$ cat src/hw/rtl/overwrite_oldest_rx_ring_buffer_assert.svh
// Assertion macros for the overwrite-oldest receive ring buffer
`ifndef OVERWRITE_OLDEST_RX_RING_BUFFER_ASSERT_SVH
`define OVERWRITE_OLDEST_RX_RING_BUFFER_ASSERT_SVH
`ifndef SYNTH
// expr must hold at every edge outside reset
`define OORB_ASSERT_ALWAYS(lbl, clk, rst, expr) \
   lbl: assert property (@(posedge clk) disable iff (rst) (expr)) \
      else $error("ring buffer assertion failed");
// ante implies cons from the same edge
`define OORB_ASSERT_IMPLIES(lbl, clk, rst, ante, cons) \
   lbl: assert property (@(posedge clk) disable iff (rst) (ante) |-> cons) \
      else $error("ring buffer assertion failed");
`else
`define OORB_ASSERT_ALWAYS(lbl, clk, rst, expr)
`define OORB_ASSERT_IMPLIES(lbl, clk, rst, ante, cons)
`endif
`endif

$ cat src/hw/rtl/oorb_pkg.sv
// Package: types, constants and helpers for the overwrite-oldest receive ring buffer
`timescale 1ns / 1ps
package oorb_pkg;

   localparam int DEPTH  = 128;
   localparam int PTR_W  = $clog2(DEPTH);
   localparam int FILL_W = 7;

   localparam logic [1:0] OP_RECEIVE  = 2'd0;
   localparam logic [1:0] OP_READ     = 2'd1;
   localparam logic [1:0] OP_FLUSH    = 2'd2;
   localparam logic [1:0] OP_TAKE_OVF = 2'd3;

   typedef logic [PTR_W-1:0] ptr_type;

   typedef struct packed {
      logic [1:0] opcode;
      logic [7:0] rx_byte;
   } req_type;

   typedef struct packed {
      logic [7:0]        read_byte;
      logic              was_empty;
      logic [FILL_W-1:0] fill_count;
      logic              overflow_seen;
   } rsp_type;

   typedef struct packed {
      logic load;
      logic exec;
   } ctl_cmd_type;

   function automatic ptr_type ring_next(ptr_type p);
      ptr_type r;
      r = (p == PTR_W'(DEPTH - 1)) ? '0 : p + ptr_type'(1);
      return r;
   endfunction

   function automatic logic [FILL_W-1:0] ring_fill(ptr_type wr, ptr_type rd);
      logic [PTR_W:0] d;
      if (wr >= rd) begin
         d = {1'b0, wr} - {1'b0, rd};
      end else begin
         d = {1'b0, wr} + (PTR_W+1)'(DEPTH) - {1'b0, rd};
      end
      return FILL_W'(d);
   endfunction

endpackage

$ cat src/hw/rtl/oorb_ctrl.sv
// Controller: sequences capture, execute and response of each transaction
`timescale 1ns / 1ps
module oorb_ctrl (
   input  logic                 clock,
   input  logic                 reset,
   input  logic                 start,
   output logic                 busy,
   output logic                 rsp_strobe,
   output oorb_pkg::ctl_cmd_type cmd
);
   import oorb_pkg::*;

   localparam logic [1:0] ST_IDLE = 2'd0;
   localparam logic [1:0] ST_EXEC = 2'd1;
   localparam logic [1:0] ST_RESP = 2'd2;

   logic [1:0] state_ff;
   logic [1:0] state_in;
   logic       accept;

   assign busy   = (state_ff == ST_EXEC);
   assign accept = start && !busy;

   always_comb begin
      state_in = state_ff;
      case (state_ff)
         ST_IDLE: begin
            if (accept) state_in = ST_EXEC;
         end
         ST_EXEC: begin
            state_in = ST_RESP;
         end
         ST_RESP: begin
            state_in = accept ? ST_EXEC : ST_IDLE;
         end
         default: begin
            state_in = ST_IDLE;
         end
      endcase
   end

   always_ff @(posedge clock) begin
      if (reset) begin
         state_ff <= ST_IDLE;
      end else begin
         state_ff <= state_in;
      end
   end

   assign rsp_strobe = (state_ff == ST_RESP);
   assign cmd.load   = accept;
   assign cmd.exec   = (state_ff == ST_EXEC);

endmodule

$ cat src/hw/rtl/oorb_dp.sv
// Datapath: byte store, pointers, overflow flag and response register
`timescale 1ns / 1ps
module oorb_dp (
   input  logic                  clock,
   input  logic                  reset,
   input  oorb_pkg::ctl_cmd_type cmd,
   input  oorb_pkg::req_type     req_data,
   output oorb_pkg::rsp_type     rsp_data
);
   import oorb_pkg::*;

   logic [7:0] byte_store [DEPTH];
   logic [7:0] mem_q_ff;

   req_type req_ff;
   ptr_type wr_ptr_ff, wr_ptr_in;
   ptr_type rd_ptr_ff, rd_ptr_in;
   logic    ovf_ff, ovf_in;
   rsp_type rsp_ff, rsp_in;
   logic    do_write;
   ptr_type wr_next;

   assign wr_next  = ring_next(wr_ptr_ff);
   assign do_write = cmd.exec && (req_ff.opcode == OP_RECEIVE);

   always_ff @(posedge clock) begin
      if (do_write) byte_store[wr_ptr_ff] <= req_ff.rx_byte;
      mem_q_ff <= byte_store[rd_ptr_ff];
   end

   always_comb begin
      wr_ptr_in = wr_ptr_ff;
      rd_ptr_in = rd_ptr_ff;
      ovf_in    = ovf_ff;
      rsp_in    = '0;
      case (req_ff.opcode)
         OP_RECEIVE: begin
            if (wr_next == rd_ptr_ff) begin
               rd_ptr_in = ring_next(rd_ptr_ff);
               ovf_in    = 1'b1;
            end
            wr_ptr_in = wr_next;
         end
         OP_READ: begin
            if (wr_ptr_ff == rd_ptr_ff) begin
               rsp_in.was_empty = 1'b1;
            end else begin
               rsp_in.read_byte = mem_q_ff;
               rd_ptr_in        = ring_next(rd_ptr_ff);
            end
         end
         OP_FLUSH: begin
            wr_ptr_in = rd_ptr_ff;
            ovf_in    = 1'b0;
         end
         OP_TAKE_OVF: begin
            rsp_in.overflow_seen = ovf_ff;
            ovf_in               = 1'b0;
         end
         default: begin
            ovf_in = ovf_ff;
         end
      endcase
      rsp_in.fill_count = ring_fill(wr_ptr_in, rd_ptr_in);
   end

   always_ff @(posedge clock) begin
      if (reset) begin
         wr_ptr_ff <= '0;
         rd_ptr_ff <= '0;
         ovf_ff    <= 1'b0;
      end else if (cmd.exec) begin
         wr_ptr_ff <= wr_ptr_in;
         rd_ptr_ff <= rd_ptr_in;
         ovf_ff    <= ovf_in;
      end
   end

   always_ff @(posedge clock) begin
      if (cmd.load) req_ff <= req_data;
      if (cmd.exec) rsp_ff <= rsp_in;
   end

   assign rsp_data = rsp_ff;

endmodule

$ cat src/hw/rtl/overwrite_oldest_rx_ring_buffer.sv
// Top level: overwrite-oldest receive ring buffer
//
//  channel   ports                          handshake
//  request   start, busy, req_data          taken when start && !busy
//  response  rsp_strobe, rsp_data           one cycle per transaction, no back-pressure
//
// A transaction is taken at one edge, executed in the next cycle (busy high) and
// its response strobed in the cycle after; a new transaction may be taken while
// the response is shown, so one every 2 cycles, set by the registered store read.
// Synchronous reset empties the buffer and clears the overflow flag; store
// contents are left as they were.
`timescale 1ns / 1ps
`include "overwrite_oldest_rx_ring_buffer_assert.svh"
module overwrite_oldest_rx_ring_buffer (
   input  logic              clock,
   input  logic              reset,
   input  logic              start,
   output logic              busy,
   input  oorb_pkg::req_type req_data,
   output logic              rsp_strobe,
   output oorb_pkg::rsp_type rsp_data
);
   import oorb_pkg::*;

   ctl_cmd_type cmd;

   oorb_ctrl u_ctrl (
      .clock      (clock),
      .reset      (reset),
      .start      (start),
      .busy       (busy),
      .rsp_strobe (rsp_strobe),
      .cmd        (cmd)
   );

   oorb_dp u_dp (
      .clock    (clock),
      .reset    (reset),
      .cmd      (cmd),
      .req_data (req_data),
      .rsp_data (rsp_data)
   );

   `OORB_ASSERT_IMPLIES(a_rsp_after_accept, clock, reset, start && !busy, ##2 rsp_strobe)
   `OORB_ASSERT_ALWAYS(a_no_busy_strobe, clock, reset, !(busy && rsp_strobe))
   `OORB_ASSERT_IMPLIES(a_strobe_single, clock, reset, rsp_strobe, !$past(rsp_strobe))
   `OORB_ASSERT_IMPLIES(a_empty_clean, clock, reset, rsp_strobe && rsp_data.was_empty,
                        (rsp_data.read_byte == 8'd0) && !rsp_data.overflow_seen)

endmodule
$ cat config.mk
export PLATFORM = sky130hd
export DESIGN_NAME = overwrite_oldest_rx_ring_buffer
export DESIGN_NICKNAME = d
export VERILOG_FILES = /design/src/hw/rtl/oorb_pkg.sv /design/src/hw/rtl/oorb_ctrl.sv /design/src/hw/rtl/oorb_dp.sv /design/src/hw/rtl/overwrite_oldest_rx_ring_buffer.sv
export VERILOG_INCLUDE_DIRS = /design/src /design/src/hw/rtl
export SDC_FILE = /design/constraint.sdc
export NUM_CORES = 1
export LEC_CHECK = 0
export ABC_CLOCK_PERIOD_IN_PS = 5200
export BUFFER_PORTS_ARGS = -buffer_cell sky130_fd_sc_hd__buf_2
export CAP_MARGIN = 20
export CORE_MARGIN = 2
export CORE_UTILIZATION = 30
export CTS_CLUSTER_DIAMETER = 30
export CTS_CLUSTER_SIZE = 30
export DETAILED_ROUTE_END_ITERATION = 8
export PLACE_DENSITY_LB_ADDON = 0.15
export SYNTH_ARGS = -nofsm -noshare
export SYNTH_HDL_FRONTEND = slang
export SYNTH_HIERARCHICAL = 1
export SYNTH_SLANG_ARGS = --single-unit
export TNS_END_PERCENT = 100
$ cat constraint.sdc
create_clock -name clock -period 5.2 [get_ports clock]
set_clock_uncertainty 0.1 [all_clocks]
set_input_delay 0.26 -clock clock [delete_from_list [all_inputs] [get_ports clock]]
set_output_delay 0.26 -clock clock [all_outputs]
set_load 0.02 [all_outputs]
==> impl_metrics.yaml <==
power_and_ir_drop:
  p_leak_nw: 16.3
  powerDensity_nw_per_um2: 463
  ir_worst_vdd_mv: 0.293
worst_hold_path:
  holdPathStages: 2
  hold_class: "input port to flip-flop"
clock_network:
  clock_sinks: 1076
  clk_latency_ns: 0.79
  ctsHoldBuffers: 13
  root_buffer: "clkbuf_16"
  tritoncts: "done"
  cts_resized: 0
  post_cts_buffers: 0
  h-tree-depth: 4
  clk_path_buf_depth: 3
  cts_made_buffers: 239
  cts.reportedPaths.clkPinSlew_ns: 0.04
worst_setup_path:
  worstPathCellList: "ha_1, nand3_1, or3_1, a311oi_1, o21bai_1, a41o_1, nand3_1, o21ai_0, ha_1, inv_1, fa_1, a21o_1, a21oi_1, o21bai_1, a21oi_1, xnor2_1, xnor2_1"
  critical_path.startpoint_type: "flip-flop"
  crit_type: "flip-flop to flip-flop"
  arrival_ns: 5.02
  cp_max_fo: 10
  cpPeakStageDelay_ns: 0.48
  reg2reg_depth: 17
  critPathSlowestCell: "dfxtp_1"
  required_ns: 5.64
  worst_setup_path_end_kind: "flip-flop"
floorplan:
  core_area_um2: 140000
  die_w_um: 380
  fp-row-count: 137
  pin_count: 32
  die-area_um2: 144000
  start_util: 0.303
  die_y_um: 380
logic_synthesis:
  yosysWarningCount: 6
  syn_inst: 1944
  syn_avg_cell_area_um2: 21.8
  ys_types: 56
  yosysSeqAreaShare: 0.757
  synth_enable_flop_cells: 1051
  synth_seq_cells: 1076
  synthesis.area_um2: 42300
  ys_async_sr_fraction: 0
  synthesis.nets: 1966
  synth_flop_cell: "edfxtp_1"
sta:
  setup_viol_count_final: 0
  slew_headroom: 0.246
  timing.final.crit_share: 0.882
  hold_viol_final: 0
  timing.final.ws_setup_ns: 0.613
  tns_ns: 0
  finalCriticalPeriod_ns: 4.59
  report.final.slew_viol_count: 0
  fmax_mhz: 218
  worstMarginPinSlew_ns: 1.13
  rsz0062_at_grt: "false"
routing:
  routed_wl_mm: 110
  drtAntennaViolNets: 0
  wire_per_inst_um: 25.8
  drt_pass1_iterations: 5
  vias: 20600
  viasPerCell: 4.86
  drc_errors: 0
  drt_iter0_drc: 1868
finish:
  layout.cells.most_common_list: "1051 x edfxtp_1, 320 x mux4_2, 241 x clkbuf_16"
  drive_gt1_frac: 0.348
  synthToLayoutAreaGrowth_pct: 25.0
  fin_nets: 2190
  layout_commonest_cell: "edfxtp_1"
  antenna_cells: 0
status:
  status: "finished, final reports clean"
place:
  place.gp.congestion: 0.853
  dpl_worst_slack_ns: 0.695
  hpwl_mm: 64.9
  port_buffers: 31
global_route:
  grt_pass1_wl_mm: 159
  antenna_found_initial: 4
  grt_max_degree: 123
  gr-usage-all-layers: 0.152
  grt_overflow: 0
  first_global_vias: 21900
job:
  drv_cap: 0
area by class of cell:
cell class	count	area, µm²
fillers	12700	86900
repair buffers	102	777
inverters	10	37.5
multi-input cells	739	9690
clock buffers	262	6110
flip-flops and latches	1076	32100
well taps	1876	2350
clock inverters	182	1890
cell families after synthesis:
logic type	Yosys count	synth area share
muxes	359	0.180
buffers and inverters	129	0.0145
adders and majority gates	9	0.00284
AOI/OAI and AO/OA	83	0.0133
and+or+nand+nor	271	0.0288
xor gates and xnor gates	17	0.00352
DFF	1076	0.757
power by group:
part,switching (mW),total [mW],internal [mW]
combinational,0.226,0.284,0.0575
sequential,0.0139,9.58,9.57
clock,4.80,14.6,9.85
total,5.04,24.5,19.5
path summary, 6_finish.rpt:
check	from	endpoint	slack (ns)
setup reg to reg	u_dp/wr_ptr_ff[0]	u_dp/rsp_data[7]	0.61
setup / recovery	u_dp/wr_ptr_ff[0]	u_dp/rsp_data[7]	0.61
hold reg to reg	u_dp/mem_q_ff[0]	u_dp/rsp_data[9]	0.46
hold / removal	req_data[3]	u_dp/req_ff[3]	0.09
synthesized netlist by cell type (5+ instances only):
master	n	area [µm²]
buf_2	35	175
buf_1	18	67.6
xor2_1	6	52.6
o211ai_1	6	45.0
and3_1	7	43.8
clkbuf_1	46	173
a21oi_1	19	95.1
dfxtp_1	25	500
mux4_2	320	7210
nand2_1	43	161
nor3_1	11	55.1
o21ai_0	14	70.1
inv_1	9	33.8
or3_1	5	31.3
nand3_1	19	95.1
nor2_1	140	526
edfxtp_1	1051	31600
ha_1	8	100
xnor2_1	11	96.3
nor2b_1	13	81.3
mux2i_1	19	190
and2_1	12	75.1
mux2_2	19	214
o22ai_1	9	56.3
a221oi_1	8	70.1
buf_4	15	113
nand2b_1	7	43.8
per-stage QoR:
stage | power [mW] | hold slack [ns] | util | std cells | cell area [µm²]
final | 24.5 | 0.0899 | 0.378 | 4247 | 52900
after global routing | 25.2 | 0.0585 | 0.378 | 4247 | 52900
after CTS | 24.8 | 0.0326 | 0.378 | 4243 | 52900
after detailed placement | 10.0 | 0.340 | 0.320 | 3786 | 44700
after global placement | 10.0 | 0.335 | 0.320 | 3786 | 44700
after floorplan | 9.88 | 0.232 | - | 1944 | 42300
layer usage:
layer | up-vias | track usage | routed length (µm)
li1 | 8712 | - | -
met4 | 2 | 0.0431 | 1880
met5 | - | 0 | 13
met1 | 11100 | 0.209 | 49400
met3 | 157 | 0.0321 | 5390
met2 | 624 | 0.242 | 53000
critical path, delay by kind of cell, from the launching register on:
family,cells,cell delay [ns]
AO/OA/AOI/OAI,8,1.78
adder cells (fa/ha/maj),3,0.98
flip-flops,1,0.48
AND/OR/NAND/NOR,3,0.67
buffers and inverters,1,0.07
XOR/XNOR,2,0.26
flip-flops by register name (all words and copies together) (netlist names):
register and cells:
u_dp/rsp_data 17, u_dp/rd_ptr_ff 7, u_dp/req_ff 10, u_dp/mem_q_ff 8, u_dp/ovf_ff 1, u_dp/wr_ptr_ff 7
u_dp/byte_store 1024, u_ctrl/state_ff 2
No activity file was read; power rests on OpenSTA's default activity.
